## src/rtl/pts_pkg.sv

```systemverilog
// pts_pkg: shared types, constants and operation codes of the periodic task scheduler
// no dependencies

package pts_pkg;

  localparam int SlotCountDef = 8;
  localparam int TaskIdsDef   = 4;
  localparam int MaxResults   = 4;
  localparam logic [31:0] MinInterval = 32'd1000;
  localparam logic [31:0] MaxInterval = 32'h7fff_ffff;

  typedef enum logic [2:0] {
    KIND_TICK     = 3'd0,
    KIND_REGISTER = 3'd1,
    KIND_CANCEL   = 3'd2,
    KIND_SET_EN   = 3'd3,
    KIND_UPDATE   = 3'd4,
    KIND_RESCHED  = 3'd5,
    KIND_TRIGGER  = 3'd6,
    KIND_QUERY    = 3'd7
  } kind_t;

  typedef enum logic [2:0] {
    ST_IDLE,
    ST_APPLY,
    ST_FIRE,
    ST_WAIT,
    ST_EMIT
  } state_t;

  // one slot's stored contents
  typedef struct packed {
    logic        used;
    logic [1:0]  task_id;
    logic        enabled;
    logic [30:0] period;
    logic [31:0] since;
    logic [63:0] seq;
  } slot_t;

  // command broadcast from the controller to every cell
  typedef struct packed {
    logic        apply;     // apply op to addressed cell
    logic [2:0]  kind;
    logic [1:0]  task_id;
    logic [31:0] now_ms;
    logic [30:0] interval;
    logic        enable;
    logic [63:0] new_seq;
    logic        fire_seq;  // tick fire of the slot holding fire_sel
    logic [63:0] fire_sel;
  } cell_cmd_t;

  function automatic logic interval_ok(input logic [31:0] v);
    return (v >= MinInterval) && (v <= MaxInterval);
  endfunction

endpackage

```

## src/rtl/pts_cell.sv

```systemverilog
// pts_cell: one slot of the task table plus its stage of the scan chain
// depends on pts_pkg

module pts_cell
  import pts_pkg::*;
(
  input  logic        clk,
  input  logic        rst_n,
  input  cell_cmd_t   cmd,
  input  logic        sel,        // this cell is the addressed or free slot
  input  logic [63:0] prev_seq,   // tick: least sequence above this is picked next
  // chain from upstream neighbor
  input  logic        chn_any_i,
  input  logic [30:0] chn_best_i,
  input  logic        chn_pick_i,
  input  logic [63:0] chn_seq_i,
  input  logic [1:0]  chn_task_i,
  input  logic        chn_due_i,
  output logic        chn_any_o,
  output logic [30:0] chn_best_o,
  output logic        chn_pick_o,
  output logic [63:0] chn_seq_o,
  output logic [1:0]  chn_task_o,
  output logic        chn_due_o,
  output slot_t       slot_o
);

  slot_t slot_r, slot_nxt;
  logic [31:0] elapsed;
  logic [30:0] wait_ms;
  logic        due;
  logic        cand;

  assign slot_o  = slot_r;
  assign elapsed = cmd.now_ms - slot_r.since;
  assign due     = elapsed >= {1'b0, slot_r.period};
  assign wait_ms = due ? 31'd0 : (slot_r.period - elapsed[30:0]);
  assign cand    = slot_r.used && (slot_r.seq > prev_seq);

  // nearest wait and next-in-sequence search pass down the row
  always_comb begin
    chn_any_o  = chn_any_i;
    chn_best_o = chn_best_i;
    if (slot_r.used && slot_r.enabled) begin
      chn_any_o = 1'b1;
      if (!chn_any_i || wait_ms < chn_best_i) chn_best_o = wait_ms;
    end
    chn_pick_o = chn_pick_i;
    chn_seq_o  = chn_seq_i;
    chn_task_o = chn_task_i;
    chn_due_o  = chn_due_i;
    if (cand && (!chn_pick_i || slot_r.seq < chn_seq_i)) begin
      chn_pick_o = 1'b1;
      chn_seq_o  = slot_r.seq;
      chn_task_o = slot_r.task_id;
      chn_due_o  = slot_r.enabled && due;
    end
  end

  always_comb begin
    slot_nxt = slot_r;
    if (cmd.fire_seq && slot_r.used && slot_r.seq == cmd.fire_sel && slot_r.enabled)
      slot_nxt.since = cmd.now_ms;
    if (cmd.apply && sel) begin
      unique case (kind_t'(cmd.kind))
        KIND_REGISTER: begin
          slot_nxt.used    = 1'b1;
          slot_nxt.task_id = cmd.task_id;
          slot_nxt.enabled = cmd.enable;
          slot_nxt.period  = cmd.interval;
          slot_nxt.since   = cmd.now_ms;
          slot_nxt.seq     = cmd.new_seq;
        end
        KIND_CANCEL: slot_nxt = '0;
        KIND_SET_EN: begin
          slot_nxt.enabled = cmd.enable;
          if (cmd.enable && !slot_r.enabled) slot_nxt.since = cmd.now_ms;
        end
        KIND_UPDATE: begin
          slot_nxt.period = cmd.interval;
          slot_nxt.since  = cmd.now_ms;
        end
        KIND_RESCHED: slot_nxt.since = cmd.now_ms;
        KIND_TRIGGER: if (slot_r.enabled) slot_nxt.since = cmd.now_ms;
        KIND_TICK, KIND_QUERY: ;
        default: ;
      endcase
    end
  end

  always_ff @(posedge clk) begin
    if (!rst_n) slot_r <= '0;
    else        slot_r <= slot_nxt;
  end

endmodule

```

## config.mk

```make
export PLATFORM = sky130hd
export DESIGN_NAME = pts_cell
export DESIGN_NICKNAME = d
export VERILOG_FILES = /design/src/rtl/pts_pkg.sv /design/src/rtl/pts_cell.sv
export SDC_FILE = /design/constraint.sdc
export NUM_CORES = 1
export LEC_CHECK = 0
export ABC_AREA = 0
export BUFFER_PORTS_ARGS = -buffer_cell sky130_fd_sc_hd__buf_4
export CORE_AREA = 2 2 230 232
export DETAILED_ROUTE_END_ITERATION = 10
export DIE_AREA = 0 0 232 234
export GPL_TIMING_DRIVEN = 0
export PLACE_DENSITY = 0.49
export SYNTH_ARGS = -nofsm -noshare
export SYNTH_HDL_FRONTEND = slang
export SYNTH_SLANG_ARGS = --single-unit
```

## constraint.sdc

```tcl
create_clock -name clk -period 15.26 [get_ports clk]
set_input_delay 2.289 -clock clk [delete_from_list [all_inputs] [get_ports clk]]
set_output_delay 2.289 -clock clk [all_outputs]
set_load 0.02 [all_outputs]
```

==> results by group <==
Power
  – Power Dens Cells: 59.9 nW/µm²
  – Clock network fraction of total power: about a third
  – Combinational Power Share: 38.1%
  – Sequential fraction of design power: 28.3%
  – Peak VDD IR: approximately 0.064 mV
  – Sw Ratio: 35.4%
  – P_sw: 0.453 mW
  – Pint: 0.828 mW
  – Leakage power: around 11 nW

Min path
  – Hold Path End: slot_o[129]$_SDFFE_PN0P_
  – Min-delay worst type: flip-flop to flip-flop
  – Hold depth: 2
  – Critical hold path startpoint: slot_o[129]$_SDFFE_PN0P_

Setup path
  – Critical-path maximum fanout: 10
  – Setup slack, reg-to-reg: about 12 ns
  – Crit-path leading delay family: compound AO/OA/AOI/OAI gates
  – Worst path required time: 12.97 ns
  – Buf/Inv on CP: 7
  – Worst r2r path cells: 11
  – CP max stage cell: a2111oi_0
  – R2R Path Start: slot_o[48]$_SDFFE_PN0P_
  – Worst path max stage delay: 0.66 ns
  – WP data arrival: 11.01 ns
  – Startpoint types: input pin
  – Crit end category: output pin
  – R2r endpoint: slot_o[90]$_SDFF_PN0_
  – Critical path class: input pin to output pin

CTS
  – Setup Buffers After CTS: 0
  – Clock Tree Root: clkbuf_16
  – # clock sinks: roughly 130
  – Max H-tree Level: 4
  – CTS tree: built
  – TritonCTS Buffers: 17
  – Clk pin slew, worst setup/hold paths: 0.06 ns
  – # resized after CTS: 0
  – CTS Buffer Depth: 2
  – Worst-Skew Late Latency: ~0.44 ns
  – Hold Buf Count CTS: 0

Floorplan
  – Die area: about 54000 µm²
  – Die height: ~230 µm
  – I/O pins: 597
  – DIE WIDTH: 232 µm
  – Core area: 52000 µm²
  – Initial Util: between 20% and 30%
  – Row count: 84

Timing
  – Max Freq: 0.0752 GHz
  – Final Max Slew Viols: 0
  – Hold Violations, Final: 0
  – Worst-margin pin slew: 1.10 ns
  – Max_slew headroom: 26.0%
  – Setup violators final: 0
  – Layout Skew: 0.0103 ns
  – RSZ-0062 raised after global routing: false
  – TNS Setup: 0 ns
  – Tmin final: 13.30 ns
  – Fin crit share: 87.2%

Yosys
  – Synth Area in Compound Gates: 22.8%
  – Synthesized Nets: 2591
  – Flop and latch count out of synthesis: 131
  – Mapped cell area: 15400 µm²
  – Yosys top cell area share: 20.2%
  – Ranking of synthesized cells by area: ha_1, dfxtp_1, inv_1
  – Adder-cell share of the synthesized area: between 20% and 30%
  – Synth async-reset ratio: 0%
  – Synth Warn #: 0
  – Register area share after synthesis: between 15 and 20%
  – Syn avg cell area: 7.83 µm²
  – Post-Synthesis Cells: 1974
  – Yosys cell types: 68
  – Post-synthesis simple-gate area fraction: ~16%
  – Largest family of logic cells by synthesized area: compound AO/OA/AOI/OAI gates
  – Post-synth EDFFs: 0
  – Synth area leader: ha_1
  – Post-synthesis xor/xnor area fraction: 6.63%
  – Post-synthesis mux area share: 7.73%
  – Main flop type after synthesis: dfxtp_1

Drt
  – Routed WL: 74200 µm
  – DR iter-0 viols: 942
  – Pre-antenna DRT Iters: 6
  – Avg Vias per Cell: 5.15
  – DRC: 0
  – Via count: 16900
  – Final ANT Viol Nets: 0
  – Wire per inst: 22.5 µm

Final layout
  – Final instance area: 21400 µm²
  – Most frequent cells in the layout: buf_4, inv_1, ha_1, dfxtp_1, nand2_1
  – Max FFs per register: roughly 130
  – Area grow syn2layout: 38.5%
  – Nets: about 3200
  – Commonest non-fill, non-tap cell in the layout: buf_4
  – Share of layout cells above drive strength 1: 28.6%

GRT
  – Global-route wire length before repair: 107000 µm
  – GRT met1 Usage: 35.9%
  – Met2 Resource Use GR: a little over two fifths
  – Initial antenna violation count: 4
  – Largest net degree at the start of global routing: 17
  – Number of global-route vias before repair: 16500
  – Busiest layer in global routing: met2
  – GR Layer Usage met3: 5.30%
  – Total Routing Usage GR: 26.5%
  – Overflow after GRT: 0

Job
  – Max-Cap Viols: 0

Placement
  – HPWL reported at the end of detailed placement: 63800 µm
  – Port buffer count: a little under 600
  – Routability Congestion: around 0.95
  – Placed Instance Area: 20800 µm²

Status
  – Status: completed
==> metal layers <==
layer	part of all wire [%]	routed length, µm
met5	0.036	27
met4	1.1	826
met3	6.5	4790
met2	46	34300
met1	46	34300
==> area by class of cell <==
class	instances	area, µm²
Timing Repair Buffer	594	4460
Clock inverter	10	120
Buffer	83	353
Clock buffer	22	484
Sequential cell	131	2620
Tap cell	688	861
Antenna cell	2	5.00
Multi-Input combinational cell	1485	11500
Fill cell	5451	30600
Inverter	275	1030
==> power groups by stage <==
stage / registers, mW / logic (mW) / clock network (mW)
5_1_grt: 0.363 / 0.539 / 0.456
4_1_cts: 0.362 / 0.488 / 0.442
3_5_place_dp: 0.370 / 0.485 / 0
3_3_place_gp: 0.370 / 0.478 / 0
6_report: 0.362 / 0.489 / 0.430
2_1_floorplan: 0.372 / 0.269 / 0
==> stage by stage <==
step                      worst slack, ns  utilization (%)  power, mW  std cells  hold slack [ns]
after floorplan                      4.08                -      0.640       1974            0.562
after global placement               2.00             39.9      0.847       3255            0.537
after detailed placement             1.94             39.9      0.855       3256            0.555
after CTS                            1.93             41.1       1.29       3288            0.567
after global routing                 1.04             41.1       1.36       3290            0.603
final                                1.96             41.1       1.28       3290            0.554
==> worst reg2reg max path, cell delays in order, from the launching register on <==
cell,delay [ns]
dfxtp_1,0.55
xor2_1,0.15
nor4_1,0.76
nand4_1,0.19
or4_1,0.46
nor3_2,0.23
buf_6,0.19
nor2_1,0.15
clkbuf_1,0.28
o221ai_1,0.24
o21ai_0,0.11
and2_1,0.17
==> worst max path at each step <==
stage / startpoint / end / slack (ns) / cells past startpoint
after floorplan: cmd[170] / chn_best_o[10] / 4.08 / 32
after global placement: cmd[161] / chn_best_o[19] / 2.00 / 35
after detailed placement: cmd[161] / chn_best_o[19] / 1.94 / 35
after CTS: cmd[161] / chn_best_o[19] / 1.93 / 35
after global routing: cmd[161] / chn_best_o[16] / 1.04 / 35
final: cmd[161] / chn_best_o[12] / 1.96 / 35
==> synth_stat cells, types with 12 or more instances <==
master    number
nand4_1       43
nand3_1       84
ha_1         249
nand2b_1      17
mux2_2        67
nor2b_1       55
a21o_1        70
a21oi_1       87
and2_1        33
nand2_1      123
o21a_1        14
inv_1        275
nor4_1        12
dfxtp_1      131
a211oi_1      12
xor2_1        62
nor2_1        69
mux2_4        28
nor3_1        29
a22oi_1       64
xnor2_1       55
o221ai_1      33
o21ai_0      101
clkbuf_1      65
a21boi_0      68
==> cell families (layout without fill, tap and decap cells) <==
kind of cell             Yosys count  count (layout)
multiplexers                      97              97
XOR/XNOR                         117             117
flip-flops                       131             131
AO/OA/AOI/OAI                    519             519
buffers and inverters            358             984
adder cells (fa/ha/maj)          251             251
AND/OR/NAND/NOR                  501             501
other                              0               2
(Power assumes the default switching activity.)
