`config.mk`:
```
export PLATFORM = sky130hd
export DESIGN_NAME = pts_ctrl
export DESIGN_NICKNAME = d
export VERILOG_FILES = /design/src/rtl/pts_pkg.sv /design/src/rtl/pts_ctrl.sv
export SDC_FILE = /design/constraint.sdc
export NUM_CORES = 1
export LEC_CHECK = 0
export ABC_CLOCK_PERIOD_IN_PS = 4000
export BUFFER_PORTS_ARGS = -buffer_cell sky130_fd_sc_hd__buf_2
export CAP_MARGIN = 20
export CORE_AREA = 2 2 604 606
export DETAILED_ROUTE_END_ITERATION = 8
export DIE_AREA = 0 0 606 608
export PLACE_DENSITY_LB_ADDON = 0.08
export SLEW_MARGIN = 5
export SYNTH_ARGS = -nofsm -noshare
export SYNTH_HDL_FRONTEND = slang
export SYNTH_SLANG_ARGS = --single-unit
export TNS_END_PERCENT = 50
```
`constraint.sdc`:
```
create_clock -name clk -period 4 [get_ports clk]
set_input_delay 0.2 -clock clk [delete_from_list [all_inputs] [get_ports clk]]
set_output_delay 0.2 -clock clk [all_outputs]
set_load 0.03 [all_outputs]
```
`src/rtl/pts_pkg.sv`:
```
// pts_pkg: shared types, constants and operation codes of the periodic task scheduler
// no dependencies

package pts_pkg;

  localparam int SlotCountDef = 8;
  localparam int TaskIdsDef   = 4;
  localparam int MaxResults   = 4;
  localparam logic [31:0] MinInterval = 32'd1000;
  localparam logic [31:0] MaxInterval = 32'h7fff_ffff;

  typedef enum logic [2:0] {
    KIND_TICK     = 3'd0,
    KIND_REGISTER = 3'd1,
    KIND_CANCEL   = 3'd2,
    KIND_SET_EN   = 3'd3,
    KIND_UPDATE   = 3'd4,
    KIND_RESCHED  = 3'd5,
    KIND_TRIGGER  = 3'd6,
    KIND_QUERY    = 3'd7
  } kind_t;

  typedef enum logic [2:0] {
    ST_IDLE,
    ST_APPLY,
    ST_FIRE,
    ST_WAIT,
    ST_EMIT
  } state_t;

  // one slot's stored contents
  typedef struct packed {
    logic        used;
    logic [1:0]  task_id;
    logic        enabled;
    logic [30:0] period;
    logic [31:0] since;
    logic [63:0] seq;
  } slot_t;

  // command broadcast from the controller to every cell
  typedef struct packed {
    logic        apply;     // apply op to addressed cell
    logic [2:0]  kind;
    logic [1:0]  task_id;
    logic [31:0] now_ms;
    logic [30:0] interval;
    logic        enable;
    logic [63:0] new_seq;
    logic        fire_seq;  // tick fire of the slot holding fire_sel
    logic [63:0] fire_sel;
  } cell_cmd_t;

  function automatic logic interval_ok(input logic [31:0] v);
    return (v >= MinInterval) && (v <= MaxInterval);
  endfunction

endpackage

```
`src/rtl/pts_ctrl.sv`:
```
// pts_ctrl: sequencer for one command: apply, tick fire walk, result emission
// depends on pts_pkg

module pts_ctrl
  import pts_pkg::*;
#(
  parameter int SLOT_COUNT = SlotCountDef,
  parameter int TASK_IDS   = TaskIdsDef
) (
  input  logic        clk,
  input  logic        rst_n,
  input  logic        start,
  output logic        busy,
  input  logic [2:0]  in_kind,
  input  logic [1:0]  in_task_id,
  input  logic [31:0] in_now_ms,
  input  logic [31:0] in_interval_ms,
  input  logic        in_enable_flag,
  input  logic        in_run_at_once,
  input  slot_t       slots [SLOT_COUNT],
  // chain tail
  input  logic        tail_any,
  input  logic [30:0] tail_best,
  input  logic        tail_pick,
  input  logic [63:0] tail_seq,
  input  logic [1:0]  tail_task,
  input  logic        tail_due,
  output cell_cmd_t   cmd,
  output logic [SLOT_COUNT-1:0] sel,
  output logic [63:0] prev_seq,
  output logic        out_valid,
  output logic        out_ok,
  output logic        out_fired,
  output logic [1:0]  out_fired_task,
  output logic        out_last,
  output logic        out_task_enabled,
  output logic [30:0] out_task_interval,
  output logic        out_any_waiting,
  output logic [30:0] out_nearest_wait
);

  localparam int CW = $clog2(MaxResults + 1);

  state_t state_r, state_nxt;
  logic [2:0]  kind_r;
  logic [1:0]  tid_r;
  logic [31:0] now_r;
  logic [31:0] ivl_r;
  logic        en_r, once_r;
  logic [63:0] seq_cnt_r, seq_cnt_nxt;
  logic [63:0] prev_r, prev_nxt;
  logic        first_r, first_nxt;
  logic        ok_r, ok_nxt;
  logic        fired_r, fired_nxt;
  logic [1:0]  ftask_r [MaxResults];
  logic [CW-1:0] nres_r, nres_nxt, emit_r, emit_nxt;

  logic [SLOT_COUNT-1:0] hit, freev, free_first;
  logic found, any_free, do_apply, reg_ok, tid_valid;
  logic [SLOT_COUNT-1:0] hit_first;

  assign tid_valid = {30'd0, tid_r} < TASK_IDS;

  always_comb begin
    for (int i = 0; i < SLOT_COUNT; i++) begin
      hit[i]   = slots[i].used && slots[i].task_id == tid_r;
      freev[i] = !slots[i].used;
    end
    hit_first  = hit & (~hit + 1'b1);
    free_first = freev & (~freev + 1'b1);
  end
  assign found    = |hit;
  assign any_free = |freev;
  assign reg_ok   = tid_valid && interval_ok(ivl_r) && !found && (seq_cnt_r != '1) && any_free;

  always_comb begin
    do_apply = 1'b0;
    ok_nxt   = ok_r;
    fired_nxt = fired_r;
    if (state_r == ST_APPLY) begin
      unique case (kind_t'(kind_r))
        KIND_TICK: begin ok_nxt = 1'b1; fired_nxt = 1'b0; end
        KIND_REGISTER: begin
          do_apply  = reg_ok;
          ok_nxt    = reg_ok;
          fired_nxt = reg_ok && en_r && once_r;
        end
        KIND_UPDATE: begin
          do_apply  = found && interval_ok(ivl_r);
          ok_nxt    = do_apply;
          fired_nxt = 1'b0;
        end
        KIND_TRIGGER: begin do_apply = found; ok_nxt = found; fired_nxt = found; end
        default: begin do_apply = found; ok_nxt = found; fired_nxt = 1'b0; end
      endcase
    end
  end

  always_comb begin
    cmd          = '0;
    cmd.apply    = do_apply;
    cmd.kind     = kind_r;
    cmd.task_id  = tid_r;
    cmd.now_ms   = now_r;
    cmd.interval = ivl_r[30:0];
    cmd.enable   = en_r;
    cmd.new_seq  = seq_cnt_r + 64'd1;
    cmd.fire_seq = (state_r == ST_FIRE) && tail_pick && tail_due && ({1'b0, nres_r} < MaxResults);
    cmd.fire_sel = tail_seq;
    sel          = (kind_r == KIND_REGISTER) ? free_first : hit_first;
  end
  assign prev_seq = first_r ? 64'd0 : prev_r;

  always_comb begin
    unique case (state_r)
      ST_IDLE:  state_nxt = start ? ST_APPLY : ST_IDLE;
      ST_APPLY: state_nxt = (kind_r == KIND_TICK) ? ST_FIRE : ST_WAIT;
      ST_FIRE:  state_nxt = tail_pick ? ST_FIRE : ST_WAIT;
      ST_WAIT:  state_nxt = ST_EMIT;
      ST_EMIT:  state_nxt = (emit_r + 1'b1 >= nres_r) ? ST_IDLE : ST_EMIT;
      default:  state_nxt = ST_IDLE;
    endcase
  end

  always_comb begin
    seq_cnt_nxt = seq_cnt_r;
    prev_nxt    = prev_r;
    first_nxt   = first_r;
    nres_nxt    = nres_r;
    emit_nxt    = emit_r;
    unique case (state_r)
      ST_IDLE: begin first_nxt = 1'b1; nres_nxt = '0; emit_nxt = '0; end
      ST_APPLY: begin
        if (kind_r == KIND_REGISTER && reg_ok) seq_cnt_nxt = seq_cnt_r + 64'd1;
        if (kind_r != KIND_TICK) nres_nxt = CW'(1);
      end
      ST_FIRE: begin
        if (tail_pick) begin
          first_nxt = 1'b0;
          prev_nxt  = tail_seq;
          if (cmd.fire_seq) nres_nxt = nres_r + 1'b1;
        end else if (nres_r == '0) begin
          nres_nxt = CW'(1);
        end
      end
      ST_WAIT: ;
      ST_EMIT: emit_nxt = emit_r + 1'b1;
      default: ;
    endcase
  end

  always_ff @(posedge clk) begin
    if (!rst_n) begin
      state_r   <= ST_IDLE;
      seq_cnt_r <= '0;
      first_r   <= 1'b1;
      nres_r    <= '0;
      emit_r    <= '0;
      prev_r    <= '0;
      ok_r      <= 1'b0;
      fired_r   <= 1'b0;
    end else begin
      state_r   <= state_nxt;
      seq_cnt_r <= seq_cnt_nxt;
      first_r   <= first_nxt;
      nres_r    <= nres_nxt;
      emit_r    <= emit_nxt;
      prev_r    <= prev_nxt;
      ok_r      <= ok_nxt;
      fired_r   <= (state_r == ST_FIRE) ? (fired_r | cmd.fire_seq) : fired_nxt;
    end
  end

  always_ff @(posedge clk) begin
    if (state_r == ST_IDLE && start) begin
      kind_r <= in_kind;
      tid_r  <= in_task_id;
      now_r  <= in_now_ms;
      ivl_r  <= in_interval_ms;
      en_r   <= in_enable_flag;
      once_r <= in_run_at_once;
    end
    if (state_r == ST_APPLY) ftask_r[0] <= tid_r;
    if (cmd.fire_seq) ftask_r[nres_r[$clog2(MaxResults)-1:0]] <= tail_task;
  end

  assign busy = state_r != ST_IDLE;

  always_comb begin
    out_valid         = state_r == ST_EMIT;
    out_ok            = ok_r;
    out_fired         = (kind_r == KIND_TICK) ? fired_r : fired_r;
    out_fired_task    = '0;
    if (kind_r == KIND_TICK) begin
      out_fired = fired_r && (emit_r < nres_r);
      out_fired_task = fired_r ? ftask_r[emit_r[$clog2(MaxResults)-1:0]] : 2'd0;
    end else if (fired_r) begin
      out_fired_task = ftask_r[0];
    end
    out_last          = (emit_r + 1'b1) >= nres_r;
    out_task_enabled  = 1'b0;
    out_task_interval = '0;
    for (int i = 0; i < SLOT_COUNT; i++)
      if (hit_first[i]) begin
        out_task_enabled  = slots[i].enabled;
        out_task_interval = slots[i].period;
      end
    out_any_waiting  = tail_any;
    out_nearest_wait = tail_any ? tail_best : 31'd0;
  end

endmodule

```
==> run summary <==
Outcome: completed
Max Transition Viols Final: 0
Post-synth EDFFs: 79
H-tree lvl count: 2
Number of top-level pins: 1564
Initial antenna violation count: 62
CP Max Fanout: 8
Post-route ant nets: 0
Row Count: 221
Die height: 608 um
Synth area leader: dfxtp_1
Yosys Warn Count: 0
Setup Skew: 0.0696 ns
CTS Root Cell: clkbuf_16
Starting density of the core: 3.58%
Post-synth ARST share: 0%
Clock sinks: 221
DP Wirelength: 91300 um
Synth unique cells: 59
Critical path class: flop to primary output
Min-delay worst type: input port to flop
Largest cells by area after synthesis: dfxtp_1 22%, edfxtp_1 18%, a21oi_1 7.9%
Area grow syn2layout: 96.0%
Actual slew at the worst max-slew pin: 0.919 ns
MaxCap Viol Count: 0
Part of the cycle the worst path needs: 93.9%
Worst EP arrival: 3.56 ns
Routed Wire Length: 113000 um
Relative slew margins: 38.8%
Die area: 368000 um^2
PD cells: 323 nW/um^2
Worst IR Drop VDD: 0.000306 V
Clock tree buffer depth: 3
Post-DR wirelength/cell: 15.6 um
Syn Inst Count: 1567
Routed vias/inst: 2.07
CP required: 3.80 ns
Final hold vios: 0
Top FF cell, synth: dfxtp_1
Clock transition at the registers of the reported paths: 0.06 ns
Tmin final: 3.76 ns
Area share of the leading cell type in the synthesized netlist: 21.9%
Util after Layout: 7.02%
First-pass GRT wire length: 148000 um
Gr usage total: 5.95%
Worst setup startpoint: tid_r[1]$_DFFE_PP_
Syn Area/Cell: 8.27 um^2
Number of fill cells: 42800
Iteration-0 DRC Markers: 582
Synthesized Nets: 2799
First-pass DRT Iterations: 8
Core area: 362000 um^2
Vias in the first global route: 15800
Worst Min Path Start: tail_task[1]
DRC Markers: 0
CTS buffer count: 42
Non-Filler Instances: 7251
Pin count of the biggest net entering global routing: 65
R2R Path Start: seq_cnt_r[0]$_SDFFE_PN0P_
Clock latency on the worst-skew pair: 0.69 ns
Sequential area share after synthesis: 40.2%
Worst setup EP type: primary output
Placed Cells incl. Taps: 7015
Vias: 15000
CP max-delay cell: or3_1
Setup TNS: 0 ns
Setup violators final: 0
Commonest non-fill, non-tap cell in the layout: buf_2
Worst hold slack: 0.0525 ns
Achievable Freq: 266 MHz
Layout Nets: 3646
Register Area: 5220 um^2
CP Launch Type: flop
TritonCTS clock tree: built
Synthesized area: 13000 um^2
GPL Wtd Cong: 0.725
Layout cells sized above 1: 39.7%
Max incr delay on CP: 0.51 ns
Overflow after GRT: 0
Unrepaired setup endpoints after global routing: yes
Multi-input gate area: 6690 um^2
Port bufs: 795
CP cell instances: buf_12, xnor2_1, and3_2, or3_1, nor3_4, buf_4, a222oi_1, a31oi_1, buf_2
Die W: 606 um
Register bit count reported by yosys: 221
Most frequent cells in the layout: 792 x buf_2, 205 x a21oi_1, 201 x nand2_1, 141 x dfxtp_1, 139 x dlygate4sd3_1
P_leak: 8.87 nW
## cell usage after synthesis (all sizes together), types with 13 or more instances
cell and instances:
a222oi 26, inv 19, edfxtp 79, nor2b 71, nor4 13, clkbuf 71
a211oi 15, xor2 22, a31oi 19, and3 13, or3 46, nand3 81
nand4 23, a21oi 205, nor3 17, o21ai 69, nor2 111, and2 39
xnor2 58, dfxtp 142, buf 121, nand2 203
## final timing paths
kind / to / slack (ns) / depth (start not counted)
max reg2reg: seq_cnt_r[48]$_SDFFE_PN0P_ / 0.98 / 10
max: out_task_interval[12] / 0.24 / 9
min: ftask_r[2][1]$_DFFE_PP_ / 0.05 / 2
min reg2reg: prev_r[6]$_SDFFE_PN0P_ / 0.45 / 2
## sequential cells by signal (all words and copies together) (netlist names), named ones only
signal,count
ftask_r,8
prev_r,64
out_ok,1
seq_cnt_r,64
en_r,1
tid_r,2
now_r,32
first_r,1
state_r,3
nres_r,3
fired_r,1
ivl_r,32
once_r,1
emit_r,3
kind_r,3
## logic make-up after synthesis
kind of cell    after synthesis  synth area share (%)
xor+xnor                     80                  5.41
simple gates                657                  26.1
flops                       221                  40.2
compound gates              373                  16.6
fa+ha+maj                    10                 0.966
buf+inv                     211                  9.21
mux                          15                  1.38
## routing by layer
metal  vias up  global-route usage (%)  wire (um)
li1       7191                       -          -
met1      7077                    5.89      40100
met2       537                    11.7      62500
met3       175                    1.71       7020
met4        48                    1.80       3200
met5         -                       0        309
## timing repair
item / 4_1_cts / 5_1_grt
hold buffers: 139 / 0
hold endpoints to repair: 141 / 0
gates resized for setup: 12 / 4
pin swaps: 3 / 0
gates cloned: 2 / 0
buffers inserted: 8 / 0
setup endpoints to repair: 39 / 8
## through the flow
stage / setup WS, ns / area, um^2 / total power [W]
final: 0.244 / 25400 / 0.00820
after global routing: -0.0341 / 25400 / 0.00874
after CTS: -0.0385 / 25400 / 0.00865
after detailed placement: 0.346 / 22400 / 0.00452
after global placement: 0.373 / 22400 / 0.00454
after floorplan: 0.757 / 13000 / 0.00358
## cell type report
type,count,share of cell area [%]
timing repair buffer,995,23.9
clock buffer,55,4.37
multi-input combinational,1135,26.3
sequential,221,20.5
clock inverter,19,0.842
tap,4794,23.6
antenna,13,0.128
inverter,19,0.291
## power breakdown
part / internal (W) / switching, W
Clock: 0.00210 / 0.00158
Sequential: 0.00245 / 0.0000696
Combinational: 0.000672 / 0.00133
## critical path: cells and delay by family, from the launching register on
| family | cells | cell delay (ns) |
|---|---|---|
| and+or+nand+nor | 3 | 1.04 |
| buffers and inverters | 3 | 0.70 |
| DFF | 1 | 0.41 |
| AOI/OAI and AO/OA | 2 | 0.57 |
| xor gates and xnor gates | 1 | 0.14 |
Power figures use the tool's default switching activity.
